$ cat src/rtl/srot_pkg.sv
package srot_pkg;

    // Fixed field widths
    localparam int KEY_W      = 10;
    localparam int VAL_PORT_W = 64;
    localparam int CNT_W      = 8;
    localparam int CAP_W      = 5;

    localparam logic [CAP_W-1:0] CAP_RESET = 5'd8;
    localparam logic [CNT_W-1:0] CNT_MAX   = 8'hFF;

    // Request opcodes
    localparam logic OP_SET = 1'b0;
    localparam logic OP_GET = 1'b1;

    typedef enum logic [2:0] {
        ST_IDLE,
        ST_SRCH_ADDR,
        ST_SRCH_CMP,
        ST_VAL_RD,
        ST_SHIFT_RD,
        ST_SHIFT_WR,
        ST_FINISH
    } state_t;

    // Controller to datapath
    typedef struct packed {
        logic start;       // capture request, open search window
        logic key_rd;      // read key at window midpoint
        logic cmp;         // narrow window from compare result
        logic val_rd;      // read value at hit slot
        logic val_wr;      // overwrite value at hit slot
        logic shift_init;  // load shift index with stored count
        logic shift_rd;    // read entry below shift index
        logic shift_wr;    // write that entry one slot up
        logic ins;         // write new pair at insertion point
        logic cnt_inc;     // bump required count
        logic out_load;    // load result register
    } cmd_t;

    // Datapath to controller
    typedef struct packed {
        logic op_get;
        logic active;      // search window not empty
        logic key_eq;
        logic room;        // free usable slot left
        logic more;        // entries still to move up
        logic out_free;    // result register can take a new result
    } status_t;

endpackage

$ cat src/rtl/srot_ifs.sv
interface srot_req_if import srot_pkg::*; ();
    logic              valid;
    logic              ready;
    logic              op;
    logic [KEY_W-1:0]  reg_number;
    logic [VAL_PORT_W-1:0] reg_value;

    modport source (output valid, output op, output reg_number, output reg_value,
                    input ready);
    modport sink   (input valid, input op, input reg_number, input reg_value,
                    output ready);
endinterface

interface srot_rsp_if import srot_pkg::*; ();
    logic              valid;
    logic              ready;
    logic              found;
    logic [VAL_PORT_W-1:0] value_out;
    logic [CNT_W-1:0]  required_count;
    logic              overflow;

    modport source (output valid, output found, output value_out,
                    output required_count, output overflow, input ready);
    modport sink   (input valid, input found, input value_out,
                    input required_count, input overflow, output ready);
endinterface

interface srot_cfg_if import srot_pkg::*; ();
    logic              valid;
    logic              ready;
    logic [CAP_W-1:0]  capacity;

    modport source (output valid, output capacity, input ready);
    modport sink   (input valid, input capacity, output ready);
endinterface

$ cat src/rtl/sorted_register_override_table.sv
// Sorted register override table.
// Holds up to DEPTH (register number, value) pairs sorted by number.
// req channel: op 0 sets reg_number to reg_value, op 1 looks it up.
// rsp channel: one result per request with found, value_out (lookup hit
//   only), required_count (missed sets so far, saturating at 255) and
//   overflow (required_count above capacity).
// cfg channel: writes capacity; always ready, write only while idle.
// One request is in work at a time. The search is a binary search over
// the stored entries; each probe is a key memory read, then a compare.
// A miss ends when the search window is empty; an insert then moves each
// larger entry up one slot (a read, then a write) and writes the new pair.
// A hit skips the empty-window check; a lookup hit then reads its value.
// The result becomes valid in the same cycle the next transfer can happen.
// With 16 entries a search takes at most 5 probes.
// The result sits in an output register; while rsp is stalled the block
// finishes the next request's search and waits before loading its result.
// Reset clears the stored count, required count and the result valid flag
// and sets capacity to 8; table contents are not cleared.
module sorted_register_override_table import srot_pkg::*;
#(
    parameter int DEPTH      = 16,
    parameter int VALUE_BITS = 64
)
(
    input  logic      clk,
    input  logic      rst_n,
    srot_cfg_if.sink  cfg,
    srot_req_if.sink  req,
    srot_rsp_if.source rsp
);

    cmd_t    cmd;
    status_t status;
    logic    req_ready;

    assign cfg.ready = 1'b1;
    assign req.ready = req_ready;

    // Sequencer
    srot_ctrl u_ctrl (
        .clk       (clk),
        .rst_n     (rst_n),
        .req_valid (req.valid),
        .req_ready (req_ready),
        .status    (status),
        .cmd       (cmd)
    );

    // Table, search window and result register
    srot_dp #(
        .DEPTH      (DEPTH),
        .VALUE_BITS (VALUE_BITS)
    ) u_dp (
        .clk          (clk),
        .rst_n        (rst_n),
        .cmd          (cmd),
        .status       (status),
        .req_op       (req.op),
        .req_number   (req.reg_number),
        .req_value    (req.reg_value),
        .cfg_write    (cfg.valid),
        .cfg_capacity (cfg.capacity),
        .rsp_valid    (rsp.valid),
        .rsp_ready    (rsp.ready),
        .rsp_found    (rsp.found),
        .rsp_value    (rsp.value_out),
        .rsp_count    (rsp.required_count),
        .rsp_overflow (rsp.overflow)
    );

`ifndef SYNTH
    // One request at a time
    a_single_item: assert property (@(posedge clk) disable iff (!rst_n)
        req.valid && req.ready |=> !req.ready)
        else $error("request taken while another is in work");

    // Nonzero value only on a hit
    a_value_hit: assert property (@(posedge clk) disable iff (!rst_n)
        rsp.valid && (rsp.value_out != '0) |-> rsp.found)
        else $error("value returned without a hit");

    // At most one table write source per cycle
    a_one_writer: assert property (@(posedge clk) disable iff (!rst_n)
        $onehot0({cmd.shift_wr, cmd.ins, cmd.val_wr}))
        else $error("conflicting table writes");

    // Loaded result is presented
    a_load_shown: assert property (@(posedge clk) disable iff (!rst_n)
        cmd.out_load |=> rsp.valid)
        else $error("loaded result not valid");
`endif

endmodule

$ cat src/rtl/srot_ctrl.sv
module srot_ctrl import srot_pkg::*;
(
    input  logic    clk,
    input  logic    rst_n,
    input  logic    req_valid,
    output logic    req_ready,
    input  status_t status,
    output cmd_t    cmd
);

    state_t state_reg;
    state_t state_next;

    // State register
    always_ff @(posedge clk or negedge rst_n)
    begin
        if (!rst_n)
        begin
            state_reg <= ST_IDLE;
        end
        else
        begin
            state_reg <= state_next;
        end
    end

    // Next state
    always_comb
    begin
        state_next = state_reg;
        unique case (state_reg)
            ST_IDLE:
            begin
                if (req_valid)
                begin
                    state_next = ST_SRCH_ADDR;
                end
            end
            ST_SRCH_ADDR:
            begin
                if (status.active)
                begin
                    state_next = ST_SRCH_CMP;
                end
                else if (!status.op_get && status.room)
                begin
                    state_next = ST_SHIFT_RD;
                end
                else
                begin
                    state_next = ST_FINISH;
                end
            end
            ST_SRCH_CMP:
            begin
                if (!status.key_eq)
                begin
                    state_next = ST_SRCH_ADDR;
                end
                else if (status.op_get)
                begin
                    state_next = ST_VAL_RD;
                end
                else
                begin
                    state_next = ST_FINISH;
                end
            end
            ST_VAL_RD:
            begin
                state_next = ST_FINISH;
            end
            ST_SHIFT_RD:
            begin
                state_next = status.more ? ST_SHIFT_WR : ST_FINISH;
            end
            ST_SHIFT_WR:
            begin
                state_next = ST_SHIFT_RD;
            end
            ST_FINISH:
            begin
                if (status.out_free)
                begin
                    state_next = ST_IDLE;
                end
            end
            default:
            begin
                state_next = ST_IDLE;
            end
        endcase
    end

    // Outputs
    always_comb
    begin
        cmd       = '0;
        req_ready = 1'b0;
        unique case (state_reg)
            ST_IDLE:
            begin
                req_ready = 1'b1;
                cmd.start = req_valid;
            end
            ST_SRCH_ADDR:
            begin
                if (status.active)
                begin
                    cmd.key_rd = 1'b1;
                end
                else if (!status.op_get)
                begin
                    // missed set: always counts, inserts only with room
                    cmd.cnt_inc    = 1'b1;
                    cmd.shift_init = status.room;
                end
            end
            ST_SRCH_CMP:
            begin
                cmd.cmp    = 1'b1;
                cmd.val_wr = status.key_eq && !status.op_get;
            end
            ST_VAL_RD:
            begin
                cmd.val_rd = 1'b1;
            end
            ST_SHIFT_RD:
            begin
                cmd.shift_rd = status.more;
                cmd.ins      = !status.more;
            end
            ST_SHIFT_WR:
            begin
                cmd.shift_wr = 1'b1;
            end
            ST_FINISH:
            begin
                cmd.out_load = status.out_free;
            end
            default:
            begin
                cmd = '0;
            end
        endcase
    end

endmodule

$ cat src/rtl/srot_dp.sv
module srot_dp import srot_pkg::*;
#(
    parameter int DEPTH      = 16,
    parameter int VALUE_BITS = 64
)
(
    input  logic                  clk,
    input  logic                  rst_n,
    input  cmd_t                  cmd,
    output status_t               status,
    input  logic                  req_op,
    input  logic [KEY_W-1:0]      req_number,
    input  logic [VAL_PORT_W-1:0] req_value,
    input  logic                  cfg_write,
    input  logic [CAP_W-1:0]      cfg_capacity,
    output logic                  rsp_valid,
    input  logic                  rsp_ready,
    output logic                  rsp_found,
    output logic [VAL_PORT_W-1:0] rsp_value,
    output logic [CNT_W-1:0]      rsp_count,
    output logic                  rsp_overflow
);

    localparam int IW = (DEPTH > 1) ? $clog2(DEPTH) : 1;
    localparam int CW = $clog2(DEPTH + 1);
    localparam logic [CW-1:0] DEPTH_C = CW'(DEPTH);

    // Table storage
    logic [KEY_W-1:0]      key_mem [DEPTH];
    logic [VALUE_BITS-1:0] val_mem [DEPTH];
    logic [KEY_W-1:0]      key_rdata_reg;
    logic [VALUE_BITS-1:0] val_rdata_reg;

    logic                  op_reg,        op_next;
    logic [KEY_W-1:0]      key_reg,       key_next;
    logic [VALUE_BITS-1:0] val_reg,       val_next;
    logic [CW-1:0]         lo_reg,        lo_next;
    logic [CW-1:0]         hi_reg,        hi_next;
    logic [IW-1:0]         mid_reg,       mid_next;
    logic [CW-1:0]         idx_reg,       idx_next;
    logic [CW-1:0]         stored_reg,    stored_next;
    logic [CNT_W-1:0]      count_reg,     count_next;
    logic [CAP_W-1:0]      cap_reg,       cap_next;
    logic                  found_reg,     found_next;
    logic                  out_valid_reg, out_valid_next;
    logic                  out_found_reg, out_found_next;
    logic [VAL_PORT_W-1:0] out_value_reg, out_value_next;
    logic [CNT_W-1:0]      out_count_reg, out_count_next;
    logic                  out_ovf_reg,   out_ovf_next;

    logic [CW:0]           win_sum;
    logic [CW-1:0]         mid_full;
    logic [CW-1:0]         mid_ext;
    logic [CW-1:0]         idx_dec;
    logic                  key_lt;
    logic                  key_eq;

    logic                  key_we, val_we, key_re, val_re;
    logic [IW-1:0]         key_waddr, val_waddr, key_raddr, val_raddr;
    logic [KEY_W-1:0]      key_wdata;
    logic [VALUE_BITS-1:0] val_wdata;

    // Search window arithmetic
    assign win_sum  = {1'b0, lo_reg} + {1'b0, hi_reg};
    assign mid_full = win_sum[CW:1];
    assign mid_ext  = CW'(mid_reg);
    assign idx_dec  = idx_reg - 1'b1;
    assign key_eq   = (key_rdata_reg == key_reg);
    assign key_lt   = (key_reg < key_rdata_reg);

    // Status to controller
    always_comb
    begin
        status.op_get   = (op_reg == OP_GET);
        status.active   = (lo_reg < hi_reg);
        status.key_eq   = key_eq;
        status.room     = (32'(stored_reg) < 32'(cap_reg)) && (stored_reg < DEPTH_C);
        status.more     = (idx_reg > lo_reg);
        status.out_free = !out_valid_reg || rsp_ready;
    end

    // Memory port steering: hit slot is mid, insertion point is lo
    always_comb
    begin
        key_re    = cmd.key_rd || cmd.shift_rd;
        key_raddr = cmd.key_rd ? mid_full[IW-1:0] : idx_dec[IW-1:0];
        val_re    = cmd.val_rd || cmd.shift_rd;
        val_raddr = cmd.val_rd ? mid_reg : idx_dec[IW-1:0];

        key_we    = cmd.shift_wr || cmd.ins;
        key_waddr = cmd.shift_wr ? idx_reg[IW-1:0] : lo_reg[IW-1:0];
        key_wdata = cmd.shift_wr ? key_rdata_reg : key_reg;

        val_we    = cmd.shift_wr || cmd.ins || cmd.val_wr;
        if (cmd.shift_wr)
        begin
            val_waddr = idx_reg[IW-1:0];
            val_wdata = val_rdata_reg;
        end
        else if (cmd.val_wr)
        begin
            val_waddr = mid_reg;
            val_wdata = val_reg;
        end
        else
        begin
            val_waddr = lo_reg[IW-1:0];
            val_wdata = val_reg;
        end
    end

    always_ff @(posedge clk)
    begin
        if (key_we)
        begin
            key_mem[key_waddr] <= key_wdata;
        end
        if (val_we)
        begin
            val_mem[val_waddr] <= val_wdata;
        end
        if (key_re)
        begin
            key_rdata_reg <= key_mem[key_raddr];
        end
        if (val_re)
        begin
            val_rdata_reg <= val_mem[val_raddr];
        end
    end

    // Next values
    always_comb
    begin
        op_next        = op_reg;
        key_next       = key_reg;
        val_next       = val_reg;
        lo_next        = lo_reg;
        hi_next        = hi_reg;
        mid_next       = mid_reg;
        idx_next       = idx_reg;
        stored_next    = stored_reg;
        count_next     = count_reg;
        cap_next       = cap_reg;
        found_next     = found_reg;
        out_found_next = out_found_reg;
        out_value_next = out_value_reg;
        out_count_next = out_count_reg;
        out_ovf_next   = out_ovf_reg;
        out_valid_next = out_valid_reg && !rsp_ready;

        if (cmd.start)
        begin
            op_next    = req_op;
            key_next   = req_number;
            val_next   = req_value[VALUE_BITS-1:0];
            lo_next    = '0;
            hi_next    = stored_reg;
            found_next = 1'b0;
        end
        if (cmd.key_rd)
        begin
            mid_next = mid_full[IW-1:0];
        end
        if (cmd.cmp)
        begin
            if (key_eq)
            begin
                found_next = 1'b1;
            end
            else if (key_lt)
            begin
                hi_next = mid_ext;
            end
            else
            begin
                lo_next = mid_ext + 1'b1;
            end
        end
        if (cmd.shift_init)
        begin
            idx_next = stored_reg;
        end
        if (cmd.shift_wr)
        begin
            idx_next = idx_dec;
        end
        if (cmd.ins)
        begin
            stored_next = stored_reg + 1'b1;
        end
        if (cmd.cnt_inc && (count_reg != CNT_MAX))
        begin
            count_next = count_reg + 1'b1;
        end
        if (cfg_write)
        begin
            cap_next = cfg_capacity;
        end
        if (cmd.out_load)
        begin
            out_valid_next = 1'b1;
            out_found_next = found_reg;
            out_value_next = (op_reg == OP_GET && found_reg) ?
                             VAL_PORT_W'(val_rdata_reg) : '0;
            out_count_next = count_reg;
            out_ovf_next   = (count_reg > CNT_W'(cap_reg));
        end
    end

    // Control registers
    always_ff @(posedge clk or negedge rst_n)
    begin
        if (!rst_n)
        begin
            lo_reg        <= '0;
            hi_reg        <= '0;
            mid_reg       <= '0;
            idx_reg       <= '0;
            stored_reg    <= '0;
            count_reg     <= '0;
            cap_reg       <= CAP_RESET;
            found_reg     <= 1'b0;
            op_reg        <= OP_SET;
            out_valid_reg <= 1'b0;
        end
        else
        begin
            lo_reg        <= lo_next;
            hi_reg        <= hi_next;
            mid_reg       <= mid_next;
            idx_reg       <= idx_next;
            stored_reg    <= stored_next;
            count_reg     <= count_next;
            cap_reg       <= cap_next;
            found_reg     <= found_next;
            op_reg        <= op_next;
            out_valid_reg <= out_valid_next;
        end
    end

    // Payload registers
    always_ff @(posedge clk)
    begin
        key_reg       <= key_next;
        val_reg       <= val_next;
        out_found_reg <= out_found_next;
        out_value_reg <= out_value_next;
        out_count_reg <= out_count_next;
        out_ovf_reg   <= out_ovf_next;
    end

    assign rsp_valid    = out_valid_reg;
    assign rsp_found    = out_found_reg;
    assign rsp_value    = out_value_reg;
    assign rsp_count    = out_count_reg;
    assign rsp_overflow = out_ovf_reg;

endmodule
$ cat src/flat_wrapper.sv
// flat-port wrapper written by rule: the top's interface ports become plain ports
module sorted_register_override_table_flat import srot_pkg::*;
#(
    parameter int DEPTH      = 16,
    parameter int VALUE_BITS = 64
)
  (clk, rst_n, cfg_valid, cfg_capacity, cfg_ready, req_valid, req_op, req_reg_number, req_reg_value, req_ready, rsp_valid, rsp_found, rsp_value_out, rsp_required_count, rsp_overflow, rsp_ready);
  srot_cfg_if cfg_i ();
  srot_req_if req_i ();
  srot_rsp_if rsp_i ();
  input  logic clk;
  input  logic rst_n;
  input wire logic [$bits(cfg_i.valid)-1:0] cfg_valid;
  input wire logic [$bits(cfg_i.capacity)-1:0] cfg_capacity;
  output wire logic [$bits(cfg_i.ready)-1:0] cfg_ready;
  input wire logic [$bits(req_i.valid)-1:0] req_valid;
  input wire logic [$bits(req_i.op)-1:0] req_op;
  input wire logic [$bits(req_i.reg_number)-1:0] req_reg_number;
  input wire logic [$bits(req_i.reg_value)-1:0] req_reg_value;
  output wire logic [$bits(req_i.ready)-1:0] req_ready;
  output wire logic [$bits(rsp_i.valid)-1:0] rsp_valid;
  output wire logic [$bits(rsp_i.found)-1:0] rsp_found;
  output wire logic [$bits(rsp_i.value_out)-1:0] rsp_value_out;
  output wire logic [$bits(rsp_i.required_count)-1:0] rsp_required_count;
  output wire logic [$bits(rsp_i.overflow)-1:0] rsp_overflow;
  input wire logic [$bits(rsp_i.ready)-1:0] rsp_ready;
  assign cfg_i.valid = cfg_valid;
  assign cfg_i.capacity = cfg_capacity;
  assign cfg_ready = cfg_i.ready;
  assign req_i.valid = req_valid;
  assign req_i.op = req_op;
  assign req_i.reg_number = req_reg_number;
  assign req_i.reg_value = req_reg_value;
  assign req_ready = req_i.ready;
  assign rsp_valid = rsp_i.valid;
  assign rsp_found = rsp_i.found;
  assign rsp_value_out = rsp_i.value_out;
  assign rsp_required_count = rsp_i.required_count;
  assign rsp_overflow = rsp_i.overflow;
  assign rsp_i.ready = rsp_ready;
  sorted_register_override_table #(.DEPTH(DEPTH), .VALUE_BITS(VALUE_BITS)) u_core (.clk(clk), .rst_n(rst_n), .cfg(cfg_i), .req(req_i), .rsp(rsp_i));
endmodule
$ cat config.mk
export PLATFORM = sky130hd
export DESIGN_NAME = sorted_register_override_table_flat
export DESIGN_NICKNAME = d
export VERILOG_FILES = /design/src/rtl/srot_pkg.sv /design/src/rtl/srot_ifs.sv /design/src/rtl/sorted_register_override_table.sv /design/src/rtl/srot_ctrl.sv /design/src/rtl/srot_dp.sv /design/src/flat_wrapper.sv
export SDC_FILE = /design/constraint.sdc
export NUM_CORES = 2
export LEC_CHECK = 0
export ABC_AREA = 1
export BUFFER_PORTS_ARGS = -buffer_cell sky130_fd_sc_hd__buf_4
export CORE_MARGIN = 1.5
export CORE_UTILIZATION = 50
export DETAILED_ROUTE_END_ITERATION = 8
export PLACE_DENSITY = 0.79
export SYNTH_ARGS = -nofsm -noshare
export SYNTH_HDL_FRONTEND = slang
export SYNTH_HIERARCHICAL = 1
export SYNTH_SLANG_ARGS = --single-unit
$ cat constraint.sdc
create_clock -name clk -period 6.6 [get_ports clk]
set_clock_uncertainty 0.15 [all_clocks]
set_input_delay 0.33 -clock clk [delete_from_list [all_inputs] [get_ports clk]]
set_output_delay 0.33 -clock clk [all_outputs]
set_load 0.1 [all_outputs]
# After elaboration in Yosys (flattened, before gate mapping)

Memory sizes are Yosys's and may differ from the RTL's. A register that Yosys moved wholly into a read port is not among the register bits.
Cells that the tools add are included.

Bits in latches: 0
Bits in writable memories: 1,184
Bits in read-only memories: 0
Flip-flop bits (word level): 191
Output and inout bits: 77
Memories kept: 2

Memory list:

| memory              | words | width | read ports | clocked after Yosys merged registers in | wr ports | RTL line      | RTL |
|---|---|---|---|---|---|---|---|
| u_core.u_dp.val_mem | 16    | 64    | 1          | 1                                       | 1        | srot_dp.sv:30 | `logic [VALUE_BITS-1:0] val_mem [DEPTH];` |
| u_core.u_dp.key_mem | 16    | 10    | 1          | 1                                       | 1        | srot_dp.sv:29 | `logic [KEY_W-1:0] key_mem [DEPTH];` |

Shifts and indexed selects: 0
Order comparisons: 6
Divide/modulo/power cells: 0
$mul: 0
Mux-type cells: 50
Reductions and logical operators: 18
Equal/unequal tests: 10
Bitwise gates (word level): 0
Add/sub/neg operators: 5

Operator list:

| kind                                                                  | count |
|---|---|
| 64-bit 2-to-1 mux                                                     | 1 |
| 5-bit 2-to-1 mux                                                      | 10 |
| 1-bit 2-to-1 mux                                                      | 25 |
| 3-bit one-hot mux with 7 select lines                                 | 1 |
| 4-bit 2-to-1 mux                                                      | 5 |
| 3-bit 2-to-1 mux                                                      | 5 |
| 10-bit equality test                                                  | 1 |
| 10-bit < comparator                                                   | 1 |
| 5-bit < comparator                                                    | 2 |
| 10-bit 2-to-1 mux                                                     | 1 |
| 3-bit equality test, second input constant                            | 3 |
| 8-bit by 1-bit adder with 8-bit output, second input constant         | 1 |
| 8-bit by 5-bit greater-than comparator with 1-bit output              | 1 |
| 8-bit inequality test, second input constant                          | 1 |
| 3-bit by 2-bit equality test with 1-bit output, second input constant | 2 |
| 1-bit logical AND                                                     | 6 |
| 4-bit by 1-bit adder with 5-bit output, second input constant         | 1 |
| 5-bit by 1-bit adder with 5-bit output, second input constant         | 1 |
| 5-bit adder                                                           | 1 |
| 5-bit greater-than comparator                                         | 1 |
| 1-bit logical OR                                                      | 5 |
| 5-bit < comparator, second input constant                             | 1 |
| 5-bit by 1-bit subtractor with 5-bit output, second input constant    | 1 |
| 1-bit logical NOT                                                     | 4 |
| other kinds (6)                                                       | 8 |

# Logic depth before layout (Yosys ltp)

Depth in word-level cells: 7
Mapped depth: 21
Depth with buffers taken out: 20

# Hierarchy

The synthesis kept the hierarchy.

Modules (own cells, without submodules):

| module                         | area each (um2) | instances | cells each | seq. area each (um2) |
|---|---|---|---|---|
| srot_dp                        | 58,688.8        | 1         | 4,798      | 43,222.7 |
| srot_ctrl                      | 305.3           | 1         | 54         | 75.1 |
| sorted_register_override_table | 11.3            | 1         | 2          | 0.0 |

# Least setup slack after synthesis

Ideal clock, no wire load.

Path type: register to register
Start point: register u_core.u_dp.out_valid_reg, in the netlist u_core/u_dp/rsp_valid
End point: register u_core.u_dp.out_count_reg[0], in the netlist u_core/u_dp/rsp_count[0], enable pin
Data arrival time: 6,099 ps
Period minus slack after synthesis: 6,849 ps
Cell stages (with the launch flop): 4
Setup slack: -249 ps
Data required time: 5,850 ps
Setup time: 600 ps
Buffers on the path: 0
Cells stage by stage: dfrtp_1 > nand2_1 > inv_1 > nor3_1

RTL lines:

| item                     | RTL line       | RTL |
|---|---|---|
| start: declaration       | srot_dp.sv:45  | `logic out_valid_reg, out_valid_next;` |
| start signal: assignment | srot_dp.sv:238 | `out_valid_reg <= out_valid_next;` |
| end signal: assignment   | srot_dp.sv:249 | `out_count_reg <= out_count_next;` |
| end: declaration         | srot_dp.sv:48  | `logic [CNT_W-1:0] out_count_reg, out_count_next;` |

==> flow_metrics.py <==
metrics = {
    "sta": {
        "min_period_ps": 4660,
        "tightestPinTransition_ps": 1350,
        "slew_viol_final": 0,
        "finalHoldViolations": 0,
        "rsz0062_at_grt": "false",
        "fmax_mhz": 214,
        "fin_tns_setup_ps": 0,
        "finalCritPeriodShare": 0.707,
        "setup_viol": 0,
        "slew_headroom": 0.0935,
    },
    "routing": {
        "ant_nets": 0,
        "via_per_inst": 5.68,
        "dr.pass1.iters": 8,
        "avgRoutedWirePerCell_um": 21.0,
        "dr.first_iter.drc_count": 4987,
        "num_vias": 38300,
        "drt_wl_total_um": 141000,
        "drcViolationCount": 0,
    },
    "setup_path": {
        "r2r-end": "u_core/u_dp/val_mem[5][48]",
        "worstReg2RegStart": "u_core/u_dp/key_reg[8]",
        "ff2ff_path_depth": 14,
        "startpoint": "u_core/u_dp/key_reg[8]",
        "worst-path-max-fanout": 26,
        "r2r_slack_ps": 1940,
        "crit_type": "flip-flop to flip-flop",
        "crit_path_start_kind": "flip-flop",
        "arrival_ps": 4910,
        "required_ps": 6850,
        "endpoint_kind": "flip-flop",
    },
    "cts": {
        "cts_sinks": 1449,
        "cts_root_buffer": "clkbuf_16",
        "cts_repair_resize_count": 0,
        "clkTransAtPathRegs_ps": 60,
        "clk_path_buf_depth": 3,
        "h-tree-depth": 4,
        "worstSkewPairLatency_ps": 770,
        "cts_tree": "done",
        "cts_buffers": 144,
    },
    "power_and_ir_drop": {
        "powerDensity_nw_per_um2": 518,
        "leakage_uw": 0.0254,
        "vdd.ir_drop.worst_mv": 1.10,
    },
    "placement": {
        "hpwl_um": 76600,
        "port_buffers": 160,
        "place_congestion": 0.879,
    },
    "min_path": {
        "worstHoldPathType": "input pin to flip-flop",
        "worstHoldStart": "req_reg_value[14]",
        "worstHoldPathCells": 2,
        "hold_end": "u_core/u_dp/val_reg[14]",
    },
    "logic_synthesis": {
        "yosys_warnings": 6,
        "synthFlopType": "edfxtp_1",
        "ys_seq_area_frac": 0.734,
        "yosys.area.top_type": "edfxtp_1",
        "yosysMostFrequentCell": "edfxtp_1",
        "synth_edf_count": 1406,
        "synth_top_area_frac": 0.716,
        "avgSynthCellArea_um2": 12.2,
        "yosys-top-cells-area": "edfxtp_1 (72%), nand2_1 (5.0%), nand3_1 (3.7%)",
        "synth.cell_area_um2": 59000,
        "async_flop_share": 0.0297,
        "ys_top_cells_by_count": "edfxtp_1 (1406), nand2_1 (791), nor2_1 (527)",
        "ys_ff_latch": 1449,
        "synth_cell_types": 43,
        "syn_nets": 4975,
        "syn_inst": 4854,
    },
    "global_route": {
        "grt_max_degree": 234,
        "grt_pass1_wl_um": 217000,
        "antenna_found_initial": 0,
        "gr-total-overflow": 0,
        "grt_pass1_vias": 37400,
        "grt_usage": 0.234,
    },
    "final_layout": {
        "utilization": 0.580,
        "largest_register_ffs": 1024,
        "regMostFlops": "u_core/u_dp/val_mem",
        "synthToLayoutAreaGrowth_pct": 14.6,
        "multiInputGateArea_um2": 12700,
        "largestRegisters": "u_core/u_dp/val_mem: 1024 flops, u_core/u_dp/key_mem: 160 flops",
        "seqCellArea_um2": 43300,
        "num_antenna_cells": 0,
        "nets": 5217,
        "final_layout_size_suffix_gt1_frac": 0.0994,
        "fill_cells": 8725,
    },
    "floorplan": {
        "die_x_um": 347,
        "io_pins": 162,
        "initial_core_util": 0.506,
        "die_y_um": 347,
        "num_rows": 125,
        "core_um2": 117000,
        "dieArea_um2": 120000,
    },
    "flow_run": {
        "drv_cap": 0,
    },
    "status": {
        "status": "finished clean",
    },
}
## cells in the final DEF, fill, tap and decap left out, types with 3 or more instances in the layout
cell type,instances
nand4_1,9
nor2_1,509
clkinv_1,39
clkbuf_1,31
o21bai_1,3
o21ai_4,5
clkbuf_16,146
clkinv_2,18
clkinv_8,3
inv_16,3
bufinv_16,10
clkinv_16,4
o21ai_0,394
nor2_4,19
nand2_1,788
inv_6,5
buf_12,14
clkinv_4,3
xnor2_1,5
inv_1,495
edfxtp_1,1406
a21oi_1,21
o21ai_1,142
ha_1,35
dlygate4sd3_1,93
nand3_1,437
nor3_1,5
o211ai_1,217
buf_4,261
dfrtp_1,42
xor2_1,9
inv_2,7
## cell families (layout without fill, tap and decap cells)
family	count (synthesis)	in the layout	share of synthesized area
and+or+nand+nor	1778	1778	0.123
DFF	1449	1449	0.734
AOI/OAI and AO/OA	793	793	0.0775
buffers and inverters	781	1138	0.0550
adders and majority gates	36	36	0.00776
xor gates and xnor gates	15	15	0.00235
other	1	1	0.0000636
muxes	1	1	0.000191
## power by group
group | leakage (µW) | internal, µW | switching, µW | total [µW]
Clock | 0.00224 | 4520 | 3490 | 8010
Combinational | 0.00983 | 3880 | 10600 | 14500
Sequential | 0.0133 | 12200 | 361 | 12500
## metal layers
layer	vias to the layer above	GRT usage	wire [µm]
met2	2097	0.385	68500
met5	-	0	0
met4	0	0.0850	4370
met1	18400	0.313	54900
li1	17400	-	-
met3	313	0.0413	13700
## critical path: stages, from the launching register on
cell and delay, ps:
edfxtp_1 410, ha_1 300, nand2_1 60, nor2_1 200, nand4_1 270, inv_1 170
nand2_1 100, inv_1 60, nand2_1 100, inv_1 120, inv_1 100, o21ai_0 330
nand4_1 470, nor2_4 870, buf_4 520
## stage by stage
stage / setup slack [ps] / instance area (µm²) / power [µW] / hold slack [ps] / cells
floorplan: 1260 / 59000 / 22500 / -116 / 4854
global placement: 2190 / 62100 / 26400 / 205 / 6380
detailed placement: 2110 / 62100 / 26800 / 206 / 6380
CTS: 2060 / 67600 / 34900 / 98.1 / 6735
global route: 1720 / 67600 / 36900 / 123 / 6735
finish: 1940 / 67600 / 35000 / 134 / 6735
## worst max-delay path by stage
stage	to	slack, ps	depth (start not counted)
2_1_floorplan	u_core/u_dp/val_mem[0][0]	1260	16
3_3_place_gp	u_core/u_dp/val_mem[5][36]	2190	14
3_5_place_dp	u_core/u_dp/val_mem[5][33]	2110	14
4_1_cts	u_core/u_dp/val_mem[5][48]	2060	14
5_1_grt	u_core/u_dp/val_mem[5][48]	1720	14
6_report	u_core/u_dp/val_mem[5][48]	1940	14
## layout make-up
type,count,area share
clock inverters,82,0.0122
repair buffers,369,0.0473
inverters,508,0.0283
clock buffers,179,0.0561
multi-input cells,2624,0.188
well taps,1524,0.0282
flip-flops and latches,1449,0.640
## timing repair
action                    CTS  global route
buffers inserted            0             0
hold endpoints to repair  127             0
hold buffers               94             0
No activity file was read; power rests on OpenSTA's default activity.
